### src/rtl/core/bqf_pkg.sv
// ----------------------------------------------------------------------------
// Biquad PCM output package
// Shared types and constants for the direct-form-I biquad with PCM output.
// ----------------------------------------------------------------------------
package bqf_pkg;

  // Fixed datapath widths
  localparam int unsigned MulW = 32;  // multiplier operand width
  localparam int unsigned AccW = 64;  // accumulator and product width
  localparam int unsigned YW   = 32;  // stored filter output width
  localparam int unsigned PcmW = 16;  // PCM sample width
  localparam int unsigned IdxW = 3;   // configuration register index width

  localparam logic signed [MulW-1:0] ScaleK  = 32'sd32767;
  localparam logic signed [PcmW-1:0] PcmMax  = 16'sd32767;
  localparam logic signed [PcmW-1:0] PcmMin  = -16'sd32768;
  localparam logic signed [AccW-1:0] YMax    = 64'sd2147483647;
  localparam logic signed [AccW-1:0] YMin    = -64'sd2147483648;

  // Configuration register indexes
  typedef enum logic [IdxW-1:0] {
    REG_A0 = 3'd0,
    REG_A1 = 3'd1,
    REG_A2 = 3'd2,
    REG_B1 = 3'd3,
    REG_B2 = 3'd4
  } bqf_reg_e;

  // Sequencer states
  typedef enum logic [2:0] {
    ST_IDLE,
    ST_MAC,
    ST_NORM,
    ST_SCALE,
    ST_FIN
  } bqf_state_e;

  // Product selected for the shared multiplier
  typedef enum logic [2:0] {
    TERM_A0    = 3'd0,
    TERM_A1    = 3'd1,
    TERM_A2    = 3'd2,
    TERM_B1    = 3'd3,
    TERM_B2    = 3'd4,
    TERM_SCALE = 3'd5
  } bqf_term_e;

  // Sequencer to datapath controls
  typedef struct packed {
    logic      in_ready;
    logic      acc_clr;
    logic      mul_en;
    bqf_term_e term;
    logic      acc_en;
    logic      norm_en;
    logic      fin_en;
  } bqf_ctrl_t;

endpackage

### src/rtl/core/bqf_in_if.sv
// ----------------------------------------------------------------------------
// Biquad input channel
// Valid/ready channel carrying one signed audio sample per beat.
// ----------------------------------------------------------------------------
interface bqf_in_if #(
  parameter int unsigned SAMPLE_WIDTH = 24
);
  logic                           valid;
  logic                           ready;
  logic signed [SAMPLE_WIDTH-1:0] in_sample;

  modport source (output valid, output in_sample, input ready);
  modport sink   (input valid, input in_sample, output ready);
endinterface

### src/rtl/core/bqf_out_if.sv
// ----------------------------------------------------------------------------
// Biquad PCM output channel
// Valid/ready channel carrying one 16-bit PCM sample and a clip flag per beat.
// ----------------------------------------------------------------------------
interface bqf_out_if;
  logic                     valid;
  logic                     ready;
  logic signed [15:0]       pcm_sample;
  logic                     clipped;

  modport source (output valid, output pcm_sample, output clipped, input ready);
  modport sink   (input valid, input pcm_sample, input clipped, output ready);
endinterface

### src/rtl/core/bqf_ctrl.sv
// ----------------------------------------------------------------------------
// Biquad sequencer
// Steps the shared multiply-accumulate unit through the five filter terms,
// the output normalization, the PCM scaling and the output load.
// ----------------------------------------------------------------------------
module bqf_ctrl (
  input  logic              clk_i,
  input  logic              rst_ni,
  input  logic              in_valid_i,
  input  logic              out_free_i,
  output bqf_pkg::bqf_ctrl_t ctrl_o
);

  localparam logic [2:0] LastStep = 3'd5;

  bqf_pkg::bqf_state_e state_q, state_d;
  logic [2:0]          cnt_q, cnt_d;

  // Next state and step counter
  always_comb begin
    state_d = state_q;
    cnt_d   = cnt_q;
    case (state_q)
      bqf_pkg::ST_IDLE: begin
        cnt_d = '0;
        if (in_valid_i) begin
          state_d = bqf_pkg::ST_MAC;
        end
      end
      bqf_pkg::ST_MAC: begin
        cnt_d = cnt_q + 3'd1;
        if (cnt_q == LastStep) begin
          state_d = bqf_pkg::ST_NORM;
        end
      end
      bqf_pkg::ST_NORM:  state_d = bqf_pkg::ST_SCALE;
      bqf_pkg::ST_SCALE: state_d = bqf_pkg::ST_FIN;
      bqf_pkg::ST_FIN: begin
        if (out_free_i) begin
          state_d = bqf_pkg::ST_IDLE;
        end
      end
      default: state_d = bqf_pkg::ST_IDLE;
    endcase
  end

  // Control outputs
  always_comb begin
    ctrl_o          = '0;
    ctrl_o.term     = bqf_pkg::TERM_A0;
    case (state_q)
      bqf_pkg::ST_IDLE: begin
        ctrl_o.in_ready = 1'b1;
        ctrl_o.acc_clr  = in_valid_i;
      end
      bqf_pkg::ST_MAC: begin
        // issue term cnt, accumulate the registered product of the previous term
        ctrl_o.mul_en = (cnt_q != LastStep);
        ctrl_o.term   = bqf_pkg::bqf_term_e'(cnt_q);
        ctrl_o.acc_en = (cnt_q != 3'd0);
      end
      bqf_pkg::ST_NORM: ctrl_o.norm_en = 1'b1;
      bqf_pkg::ST_SCALE: begin
        ctrl_o.mul_en = 1'b1;
        ctrl_o.term   = bqf_pkg::TERM_SCALE;
      end
      bqf_pkg::ST_FIN: ctrl_o.fin_en = out_free_i;
      default: ;
    endcase
  end

  always_ff @(posedge clk_i or negedge rst_ni) begin
    if (!rst_ni) begin
      state_q <= bqf_pkg::ST_IDLE;
      cnt_q   <= '0;
    end else begin
      state_q <= state_d;
      cnt_q   <= cnt_d;
    end
  end

endmodule

### src/rtl/core/bqf_mac.sv
// ----------------------------------------------------------------------------
// Biquad multiply-accumulate unit
// One 32x32 signed multiplier with a product register, feeding a 64-bit
// accumulator that saturates at every addition.
// ----------------------------------------------------------------------------
module bqf_mac (
  input  logic                                 clk_i,
  input  logic                                 rst_ni,
  input  bqf_pkg::bqf_ctrl_t                   ctrl_i,
  input  logic signed [bqf_pkg::MulW-1:0]      op_a_i,
  input  logic signed [bqf_pkg::MulW-1:0]      op_b_i,
  output logic signed [bqf_pkg::AccW-1:0]      prod_o,
  output logic signed [bqf_pkg::AccW-1:0]      acc_o
);

  logic signed [bqf_pkg::AccW-1:0] prod_q;
  logic                            sub_q;
  logic signed [bqf_pkg::AccW-1:0] acc_q, acc_d;
  logic signed [bqf_pkg::AccW:0]   addend;
  logic signed [bqf_pkg::AccW:0]   sum;

  // Feedback terms are subtracted
  always_ff @(posedge clk_i or negedge rst_ni) begin
    if (!rst_ni) begin
      sub_q <= 1'b0;
    end else if (ctrl_i.mul_en) begin
      sub_q <= (ctrl_i.term == bqf_pkg::TERM_B1) || (ctrl_i.term == bqf_pkg::TERM_B2);
    end
  end

  // Register the product
  always_ff @(posedge clk_i) begin
    if (ctrl_i.mul_en) begin
      prod_q <= op_a_i * op_b_i;
    end
  end

  // Saturating add or subtract into the accumulator
  always_comb begin
    addend = sub_q ? -((bqf_pkg::AccW+1)'(prod_q)) : (bqf_pkg::AccW+1)'(prod_q);
    sum    = (bqf_pkg::AccW+1)'(acc_q) + addend;
    if (sum[bqf_pkg::AccW] != sum[bqf_pkg::AccW-1]) begin
      acc_d = {sum[bqf_pkg::AccW], {(bqf_pkg::AccW-1){~sum[bqf_pkg::AccW]}}};
    end else begin
      acc_d = sum[bqf_pkg::AccW-1:0];
    end
  end

  always_ff @(posedge clk_i) begin
    if (ctrl_i.acc_clr) begin
      acc_q <= '0;
    end else if (ctrl_i.acc_en) begin
      acc_q <= acc_d;
    end
  end

  assign prod_o = prod_q;
  assign acc_o  = acc_q;

endmodule

### src/rtl/core/biquad_filter_pcm_output_core.sv
// ----------------------------------------------------------------------------
// Biquad filter with PCM output
// Direct-form-I biquad on signed fixed-point samples; the filtered value is
// scaled by 32767, truncated toward zero and clamped to a 16-bit PCM sample.
//
//  channel   dir  payload                         beat when
//  in_i      in   in_sample (SAMPLE_WIDTH, s)     valid & ready
//  pcm_o     out  pcm_sample (16, s), clipped     valid & ready
//  cfg_*     in   cfg_idx_i, cfg_data_i           cfg_we_i
//
// Per sample, with the output free, the steps are: the idle state that takes
// the beat, five multiplier passes for the filter terms, one step to add the
// last product, normalize, the PCM scale pass and the output load.
// The single multiplier sets the rate.
// A finished sample waits in the output register; the sequencer stalls in
// its last step only while that register is still full.
// Reset clears the filter history and loads the coefficient reset values.
// ----------------------------------------------------------------------------
module biquad_filter_pcm_output_core #(
  parameter int unsigned SAMPLE_WIDTH = 24,
  parameter int unsigned FRAC_BITS    = 20
) (
  input  logic                                clk_i,
  input  logic                                rst_ni,
  bqf_in_if.sink                              in_i,
  bqf_out_if.source                           pcm_o,
  input  logic                                cfg_we_i,
  input  logic [bqf_pkg::IdxW-1:0]            cfg_idx_i,
  input  logic [SAMPLE_WIDTH-1:0]             cfg_data_i
);

  localparam int unsigned MW = bqf_pkg::MulW;
  localparam int unsigned AW = bqf_pkg::AccW;

  localparam logic signed [MW-1:0] A0Reset = 32'sd1 <<< FRAC_BITS;
  localparam logic signed [AW-1:0] PHi     = 64'sd32767 <<< FRAC_BITS;
  localparam logic signed [AW-1:0] PLo     = -(64'sd32768 <<< FRAC_BITS);
  localparam logic signed [AW-1:0] RndAdd  = (64'sd1 <<< FRAC_BITS) - 64'sd1;

  bqf_pkg::bqf_ctrl_t ctrl;
  logic               out_free;

  // Coefficients are held sign-extended so the a0 reset of 1.0 is exact
  logic signed [MW-1:0] a0_q, a1_q, a2_q, b1_q, b2_q;
  logic signed [MW-1:0] x_q, x1_q, x2_q, y1_q, y2_q;
  logic signed [MW-1:0] cfg_ext;
  logic signed [MW-1:0] op_a, op_b;
  logic signed [AW-1:0] prod, acc;
  logic signed [AW-1:0] acc_sh;
  logic signed [MW-1:0] y_new;
  logic signed [AW-1:0] p_adj;
  logic signed [AW-1:0] p_shr;
  logic signed [15:0]   pcm_d;
  logic                 clip_d;
  logic                 out_valid_q;
  logic signed [15:0]   pcm_q;
  logic                 clip_q;

  // Sequencer
  bqf_ctrl u_ctrl (
    .clk_i      (clk_i),
    .rst_ni     (rst_ni),
    .in_valid_i (in_i.valid),
    .out_free_i (out_free),
    .ctrl_o     (ctrl)
  );

  assign in_i.ready = ctrl.in_ready;

  // Configuration writes; unknown indexes are dropped
  assign cfg_ext = MW'(signed'(cfg_data_i));

  always_ff @(posedge clk_i or negedge rst_ni) begin
    if (!rst_ni) begin
      a0_q <= A0Reset;
      a1_q <= '0;
      a2_q <= '0;
      b1_q <= '0;
      b2_q <= '0;
    end else if (cfg_we_i) begin
      case (bqf_pkg::bqf_reg_e'(cfg_idx_i))
        bqf_pkg::REG_A0: a0_q <= cfg_ext;
        bqf_pkg::REG_A1: a1_q <= cfg_ext;
        bqf_pkg::REG_A2: a2_q <= cfg_ext;
        bqf_pkg::REG_B1: b1_q <= cfg_ext;
        bqf_pkg::REG_B2: b2_q <= cfg_ext;
        default: ;
      endcase
    end
  end

  // Capture the input sample
  always_ff @(posedge clk_i) begin
    if (in_i.valid && in_i.ready) begin
      x_q <= MW'(signed'(in_i.in_sample));
    end
  end

  // Select multiplier operands
  always_comb begin
    case (ctrl.term)
      bqf_pkg::TERM_A0:    begin op_a = a0_q; op_b = x_q;            end
      bqf_pkg::TERM_A1:    begin op_a = a1_q; op_b = x1_q;           end
      bqf_pkg::TERM_A2:    begin op_a = a2_q; op_b = x2_q;           end
      bqf_pkg::TERM_B1:    begin op_a = b1_q; op_b = y1_q;           end
      bqf_pkg::TERM_B2:    begin op_a = b2_q; op_b = y2_q;           end
      bqf_pkg::TERM_SCALE: begin op_a = y1_q; op_b = bqf_pkg::ScaleK; end
      default:             begin op_a = '0;   op_b = '0;             end
    endcase
  end

  bqf_mac u_mac (
    .clk_i  (clk_i),
    .rst_ni (rst_ni),
    .ctrl_i (ctrl),
    .op_a_i (op_a),
    .op_b_i (op_b),
    .prod_o (prod),
    .acc_o  (acc)
  );

  // Normalize: floor shift, saturate to 32 bits
  always_comb begin
    acc_sh = acc >>> FRAC_BITS;
    if (acc_sh > bqf_pkg::YMax) begin
      y_new = MW'(bqf_pkg::YMax);
    end else if (acc_sh < bqf_pkg::YMin) begin
      y_new = MW'(bqf_pkg::YMin);
    end else begin
      y_new = acc_sh[MW-1:0];
    end
  end

  // Advance the filter history
  always_ff @(posedge clk_i or negedge rst_ni) begin
    if (!rst_ni) begin
      x1_q <= '0;
      x2_q <= '0;
      y1_q <= '0;
      y2_q <= '0;
    end else if (ctrl.norm_en) begin
      x2_q <= x1_q;
      x1_q <= x_q;
      y2_q <= y1_q;
      y1_q <= y_new;
    end
  end

  // Clamp and truncate the scaled value toward zero
  always_comb begin
    p_adj  = prod[AW-1] ? (prod + RndAdd) : prod;
    p_shr  = p_adj >>> FRAC_BITS;
    clip_d = 1'b0;
    if (prod > PHi) begin
      pcm_d  = bqf_pkg::PcmMax;
      clip_d = 1'b1;
    end else if (prod < PLo) begin
      pcm_d  = bqf_pkg::PcmMin;
      clip_d = 1'b1;
    end else begin
      pcm_d = p_shr[15:0];
    end
  end

  // Output register
  assign out_free = !out_valid_q || pcm_o.ready;

  always_ff @(posedge clk_i or negedge rst_ni) begin
    if (!rst_ni) begin
      out_valid_q <= 1'b0;
    end else if (ctrl.fin_en) begin
      out_valid_q <= 1'b1;
    end else if (pcm_o.ready) begin
      out_valid_q <= 1'b0;
    end
  end

  always_ff @(posedge clk_i) begin
    if (ctrl.fin_en) begin
      pcm_q  <= pcm_d;
      clip_q <= clip_d;
    end
  end

  assign pcm_o.valid      = out_valid_q;
  assign pcm_o.pcm_sample = pcm_q;
  assign pcm_o.clipped    = clip_q;

`ifndef SYNTH
  // No second beat can enter right after one was taken
  a_busy_after_accept: assert property (@(posedge clk_i) disable iff (!rst_ni)
    (in_i.valid && in_i.ready) |=> !in_i.ready)
    else $error("input taken while a sample is in work");

  // History advances exactly once the five terms are summed
  a_norm_timing: assert property (@(posedge clk_i) disable iff (!rst_ni)
    (in_i.valid && in_i.ready) |-> ##7 ctrl.norm_en)
    else $error("normalize step out of sequence");

  // Output only loads into a free slot
  a_no_overwrite: assert property (@(posedge clk_i) disable iff (!rst_ni)
    ctrl.fin_en |-> (!out_valid_q || pcm_o.ready))
    else $error("pending output beat overwritten");

  // Clip flag only with a clamped sample
  a_clip_value: assert property (@(posedge clk_i) disable iff (!rst_ni)
    (out_valid_q && clip_q) |-> (pcm_q == bqf_pkg::PcmMax || pcm_q == bqf_pkg::PcmMin))
    else $error("clip flag without clamped value");
`endif

endmodule

### src/flat_wrapper.sv
// flat-port wrapper written by rule: the top's interface ports become plain ports
module biquad_filter_pcm_output_core_flat 
#(
  parameter int unsigned SAMPLE_WIDTH = 24,
  parameter int unsigned FRAC_BITS    = 20
)
  (clk_i, rst_ni, cfg_we_i, cfg_idx_i, cfg_data_i, in_i_valid, in_i_in_sample, in_i_ready, pcm_o_valid, pcm_o_pcm_sample, pcm_o_clipped, pcm_o_ready);
  bqf_in_if #(.SAMPLE_WIDTH(SAMPLE_WIDTH)) in_i_i ();
  bqf_out_if pcm_o_i ();
  input  logic clk_i;
  input  logic rst_ni;
  input  logic cfg_we_i;
  input  logic [bqf_pkg::IdxW-1:0] cfg_idx_i;
  input  logic [SAMPLE_WIDTH-1:0] cfg_data_i;
  input wire logic [$bits(in_i_i.valid)-1:0] in_i_valid;
  input wire logic [$bits(in_i_i.in_sample)-1:0] in_i_in_sample;
  output wire logic [$bits(in_i_i.ready)-1:0] in_i_ready;
  output wire logic [$bits(pcm_o_i.valid)-1:0] pcm_o_valid;
  output wire logic [$bits(pcm_o_i.pcm_sample)-1:0] pcm_o_pcm_sample;
  output wire logic [$bits(pcm_o_i.clipped)-1:0] pcm_o_clipped;
  input wire logic [$bits(pcm_o_i.ready)-1:0] pcm_o_ready;
  assign in_i_i.valid = in_i_valid;
  assign in_i_i.in_sample = in_i_in_sample;
  assign in_i_ready = in_i_i.ready;
  assign pcm_o_valid = pcm_o_i.valid;
  assign pcm_o_pcm_sample = pcm_o_i.pcm_sample;
  assign pcm_o_clipped = pcm_o_i.clipped;
  assign pcm_o_i.ready = pcm_o_ready;
  biquad_filter_pcm_output_core #(.SAMPLE_WIDTH(SAMPLE_WIDTH), .FRAC_BITS(FRAC_BITS)) u_core (.clk_i(clk_i), .rst_ni(rst_ni), .in_i(in_i_i), .pcm_o(pcm_o_i), .cfg_we_i(cfg_we_i), .cfg_idx_i(cfg_idx_i), .cfg_data_i(cfg_data_i));
endmodule
### config.mk
export PLATFORM = sky130hd
export DESIGN_NAME = biquad_filter_pcm_output_core_flat
export DESIGN_NICKNAME = d
export VERILOG_FILES = /design/src/rtl/core/bqf_pkg.sv /design/src/rtl/core/bqf_in_if.sv /design/src/rtl/core/bqf_out_if.sv /design/src/rtl/core/bqf_ctrl.sv /design/src/rtl/core/bqf_mac.sv /design/src/rtl/core/biquad_filter_pcm_output_core.sv /design/src/flat_wrapper.sv
export SDC_FILE = /design/constraint.sdc
export NUM_CORES = 2
export LEC_CHECK = 0
export ABC_AREA = 1
export BUFFER_PORTS_ARGS = -buffer_cell sky130_fd_sc_hd__buf_2
export CORE_ASPECT_RATIO = 1.2
export CORE_MARGIN = 3
export CORE_UTILIZATION = 53
export CTS_CLUSTER_SIZE = 25
export DETAILED_ROUTE_END_ITERATION = 8
export PLACE_DENSITY = 0.66
export SYNTH_ARGS = -nofsm -noshare
export SYNTH_HDL_FRONTEND = slang
export SYNTH_SLANG_ARGS = --single-unit
### constraint.sdc
create_clock -name clk_i -period 10.41 [get_ports clk_i]
set_input_delay 0.5205 -clock clk_i [delete_from_list [all_inputs] [get_ports clk_i]]
set_output_delay 0.5205 -clock clk_i [all_outputs]
set_load 0.005 [all_outputs]
=== After elaboration in Yosys (flattened, before gate mapping) ===
Index checks and enable logic that the tools add are counted.
Widths: inputs -> output; s select.

* Logic and storage cells: 84
* Bits of input ports: 56
* Register bits after elaboration: 409

* Magnitude comparators: 4
* Bitwise logic cells: 1
* Equality and inequality tests: 19
* Multiply operators: 1
* Reductions and logical operators: 16
* Add/sub/neg operators: 4
* Multiplexer cells: 21

{| class="wikitable"
|+ Operators by type and width
! operator !! number
|-
| $pmux 32 s6 || 2
|-
| $add 64x65->65 || 1
|-
| $mux 65 || 1
|-
| $neg 64->65 || 1
|-
| $gt 64x36->1 const B || 1
|-
| $lt 64x36->1 const B || 1
|-
| $mul 32x32->64 || 1
|-
| $mux 32 || 2
|-
| $mux 64 || 1
|-
| $gt 44x32->1 const B || 1
|-
| $lt 44x32->1 const B || 1
|-
| $add 36x21->36 const B || 1
|-
| $mux 36 || 1
|-
| $eq 3x2->1 const B || 6
|-
| $mux 16 || 1
|-
| $eq 3x3->1 const B || 5
|-
| $pmux 3 s5 || 1
|-
| $reduce_and 2->1 || 5
|-
| $eq 3x1->1 const B || 3
|-
| $logic_not 3->1 || 3
|-
| $mux 3 || 3
|-
| $pmux 4 s2 || 1
|-
| $mux 1 || 6
|-
| $ne 2x2->1 const B || 3
|-
| other kinds (12) || 14
|}

=== Longest topological paths before layout ===
* Depth after elaboration: 5
* Gate-level depth with buffers: 42

=== By module ===
Synthesis repeated with hierarchy kept, for this count alone.

* Cell total of the unflattened synthesis: 7849
* Area total of the unflattened synthesis: 61611.6 µm²

{| class="wikitable"
|+ Modules (own cells, without submodules)
! module !! area each (µm²) !! cells each !! instances !! seq. area each (µm²)
|-
| bqf_mac || 48428.9 || 6277 || 1 || 3228.1
|-
| biquad_filter_pcm_output_core || 12791.0 || 1525 || 1 || 7063.0
|-
| bqf_ctrl || 391.6 || 47 || 1 || 150.1
|}

=== Worst setup path after synthesis ===
OpenSTA, ideal clock, no wires.

* Path type: flip-flop to flip-flop
* From: reg u_core.u_ctrl.state_q[2]
* To: reg u_core.u_mac.prod_q (netlist bit u_core.u_mac.prod_o[63]) (data pin)
* Cell stages (with the launch flop): 38
* Setup slack: 1.459 ns
* Data arrival time: 8.699 ns
* Clock period less this slack: 8.951 ns
* Path through: dfrtp_1 inv_1 nand2_1 nor2_1 nand2_1 nand2_1 nor2_2 a22oi_1 nand2_1 nor2_4 o21ai_1 buf_2 buf_2 nand2_1 inv_1 fa_1 fa_1 fa_1 (+2 left out) inv_1 fa_1 fa_1 inv_1 fa_1 inv_1 fa_1 ha_1 nand2_1 nor2_1 inv_1 nor4_1 nand3_1 or2_2 nand2_1 nand2_1 inv_1 nor2_1

* Longest elaborated chain between the ends: 5
* Elaborated cells on any way between the ends: 12
* Those cells by class: mul: 1; eq/ne: 7; mux: 3; reduce/logical: 1

{| class="wikitable"
|+ Ends and longest elaborated chain
! item !! RTL line !! text
|-
| from (decl) || bqf_ctrl.sv:16 || <nowiki>bqf_pkg::bqf_state_e state_q, state_d;</nowiki>
|-
| from (signal assigned) || bqf_ctrl.sv:74 || <nowiki>state_q <= bqf_pkg::ST_IDLE;</nowiki>
|-
| from (signal assigned) || bqf_ctrl.sv:77 || <nowiki>state_q <= state_d;</nowiki>
|-
| $eq 3x2->1 / $eq 3x1->1 (equally long branches) || bqf_ctrl.sv:51 || <nowiki>case (state_q)</nowiki>
|-
| $pmux 4 s2 * || bqf_ctrl.sv:51 ||
|-
| $eq 3x3->1 (tied with other cells) || biquad_filter_pcm_output_core.sv:101 || <nowiki>case (ctrl.term)</nowiki>
|-
| $pmux 32 s6 || biquad_filter_pcm_output_core.sv:101 ||
|-
| $mul 32x32->64 * || bqf_mac.sv:34 || <nowiki>prod_q <= op_a_i * op_b_i;</nowiki>
|-
| to (signal assigned) || bqf_mac.sv:34 ||
|-
| to (decl) || bqf_mac.sv:16 || <nowiki>logic signed [bqf_pkg::AccW-1:0] prod_q;</nowiki>
|}

Every way passes the cells marked *; elsewhere a longest branch is shown, timed or not.
A chain may end at the register's enable or synchronous reset.

=== Final worst setup path ===
* From: reg u_core.u_ctrl.state_q[2]
* To: reg u_core.u_mac.prod_q (netlist bit u_core.u_mac.prod_o[45]) (data pin)

The elaborated chain is that of the path after synthesis.

==> run summary <==
Min cycle time layout: 9.887 ns
Die W: 315.1 µm
Met3 WL: 14900 µm
Cells after Synth: 7629
# DRC: 0
Post-synth EDFFs: 105
Top layer in use: met4
Met2 Wirelength: 90200 µm
Crit path kind: flip-flop to flip-flop
Die ar.: 118700 µm²
Synth Register Bits: 409
Layout Nets: 8981
Most frequent cell after synthesis: inv_1
Setup TNS: 0 ns
Crit-path most repeated cell: fa_1
Worst R2R Setup Slack: 0.52 ns
Worst path max stage delay: 0.72 ns
Syn_nets: 9021
Die Span Y: 376.9 µm
CTS tree: yes
Final core utilization: 0.5713
RSZ-0062 raised after global routing: false
Failing checks: hold timing
Main synth FF type: dfrtp_1
Top-area cell type share of the netlist area: 0.3569
Largest net degree at the start of global routing: 115
Num CTS Buffers: 47
Clock Latency Late Sink: 0.63 ns
Fin crit share: 0.9498
Slew Limit Fails: 0
DR vias/cell: 5.430
Slowest-stage cell, CP: nand4_1
Status: finished with violations
All-Layer GR Usage: 0.3383
DP HPWL: 159400 µm
Post-Route WL: 194500 µm
Worst-path fanout max: 16
DR iter-0 viols: 4138
Clock Skews: 0.04311 ns
Remaining global-route overflow: 0
Clk root buf: clkbuf_16
First-pass GRT wire length: 305700 µm
P&R area growth vs syn: 6.572%
Std-Cell Rows: 135
Post-Layout Cell Count: 9136
Async SR Flop Fraction: 0.5868
Hold slack: -0.04698 ns
Via count: 49610
Final hold vios: 30
Finish-stage setup viols: 0
Core area: 113300 µm²
Reg clk slew, reported paths: 0.06 ns
Vias in the first global route: 52390
Crit path launch type: flip-flop
CTS sink cnt: 409
DRT met1 WL: 76380 µm
# placed instances: 9047
Mapped cell area: 60750 µm²
Unique cell type count in the Yosys netlist: 56
H-tree depth: 2
Actual slew at the worst max-slew pin: 1.459 ns
Fill cells: 10630
Area after DPL: 63120 µm²
Yosys top cell by area: fa_1
Mean routed wirelength per cell: 21.29 µm
Post-Syn Area per Cell: 7.963 µm²
Port bufs: 74
WP data required: 10.76 ns
TritonRoute pass-1 iters: 6
Cell area after layout: 64750 µm²
Max-cap viol count: 0
Boundary Pins: 75
YS warnings: 0
Worst EP arrival: 10.24 ns
Area contributors post-synth: fa_1 (36%), inv_1 (12%), nand2_1 (12%)
Antenna-violating nets left: 0
Global placer's final weighted congestion: 1.024
Max Clock Freq: 0.1011 GHz
Clock Tree Buf Depth: 3
Synth cell count leaders: inv_1 (1960), nand2_1 (1867), fa_1 (1083)
Register area share after synthesis: 0.1719
Initial antenna violation count: 0
Starting density of the core: 0.5360
HP Class: input port to async pin
Rel. slew slack: 0.02057
Share of post-route cells with drive strength above 1: 0.04471
Setup crit end kind: flip-flop
[final timing paths]
kind	start	to	cells past startpoint
worst max-delay path	u_core.u_ctrl.state_q[2]	u_core.u_mac.prod_o[45]	31
worst min-delay path	rst_ni	u_core.b2_q[16]	1
worst max register to register	u_core.u_ctrl.state_q[2]	u_core.u_mac.prod_o[45]	31
worst min register to register	u_core.u_mac.acc_o[2]	u_core.u_mac.acc_o[2]	2
max in group asynchronous	rst_ni	u_core.u_mac.sub_q	2
min in group clk_i	in_i_in_sample[16]	u_core.x_q[16]	1
[layout by cell type (no fill, tap or decap), types with 9 or more instances in the layout]
| cell | Yosys | layout |
|---|---|---|
| a21oi_1 | 266 | 265 |
| clkbuf_8 | 0 | 12 |
| nor3_1 | 46 | 46 |
| nand3_1 | 117 | 115 |
| inv_2 | 6 | 9 |
| a21o_1 | 13 | 13 |
| o21ai_1 | 11 | 9 |
| ha_1 | 253 | 253 |
| o21ai_0 | 432 | 432 |
| nor4_1 | 18 | 18 |
| xnor2_1 | 59 | 59 |
| a221oi_1 | 17 | 17 |
| o22ai_1 | 10 | 10 |
| clkbuf_16 | 0 | 48 |
| o31ai_1 | 9 | 9 |
| dfxtp_1 | 64 | 64 |
| nand2_1 | 1867 | 1867 |
| a22oi_1 | 54 | 54 |
| buf_12 | 0 | 23 |
| buf_2 | 163 | 73 |
| xor2_1 | 122 | 122 |
| edfxtp_1 | 105 | 105 |
| nor2_1 | 389 | 386 |
| a31oi_1 | 25 | 25 |
| fa_1 | 1083 | 1083 |
| buf_4 | 3 | 114 |
| o211ai_1 | 18 | 18 |
| dfrtp_1 | 239 | 239 |
| nand4_1 | 44 | 44 |
| o21bai_1 | 32 | 32 |
| clkbuf_1 | 122 | 13 |
| inv_1 | 1960 | 1956 |
| o2111ai_2 | 0 | 14 |
[worst max-delay path: cells and delay by family (launching register included)]
family	cells	cell delay (ns)
simple gates	6	1.21
buf+inv	7	1.39
fa+ha+maj	9	4.54
flops	1	0.39
compound gates	8	1.93
xor+xnor	1	0.12
[final cells by class]
type | instances | area (µm²) | area share
Antenna cell | 2 | 5.005 | 0.00007730
Clock buffer | 73 | 1415 | 0.02186
Multi-Input combinational cell | 4954 | 41720 | 0.6443
Tap cell | 1507 | 1886 | 0.02912
Sequential cell | 409 | 10440 | 0.1613
Timing Repair Buffer | 211 | 1697 | 0.02620
Clock inverter | 14 | 200.2 | 0.003092
Inverter | 1966 | 7383 | 0.1140
[logic make-up after synthesis]
kind of cell / Yosys count / synth area share
xor+xnor: 181 / 0.02609
flops: 409 / 0.1719
fa+ha+maj: 1336 / 0.4090
compound gates: 923 / 0.08551
simple gates: 2514 / 0.1633
buf+inv: 2266 / 0.1443
[metal layers]
metal / global-route usage / vias to the layer above
li1: - / 22500
met1: 0.4433 / 24530
met4: 0.1854 / 0
met3: 0.04883 / 473
met5: 0 / -
met2: 0.5432 / 2102
[registers in the layout, indices dropped and copies added (netlist names), 32 cells and up]
register             count
u_core.u_mac.prod_o     64
u_core.y2_q             32
u_core.u_mac.acc_o      64
u_core.y1_q             32
[per-stage QoR]
step                setup slack, ns  hold slack, ns
CTS                          0.6834        0.001395
finish                       0.5230        -0.04698
detailed placement           0.6968          0.4638
global route                0.03998         0.01740
floorplan                     1.459          0.2249
global placement             0.7709          0.4663
[what timing repair did]
action	CTS	global route
endpoints found under the setup margin	0	1
hold buffers	0	0
resized for setup	0	1
setup buffers	0	0
Power is not shown: default switching activity piles up to over one toggle a cycle in this logic, so the estimate is an artifact.
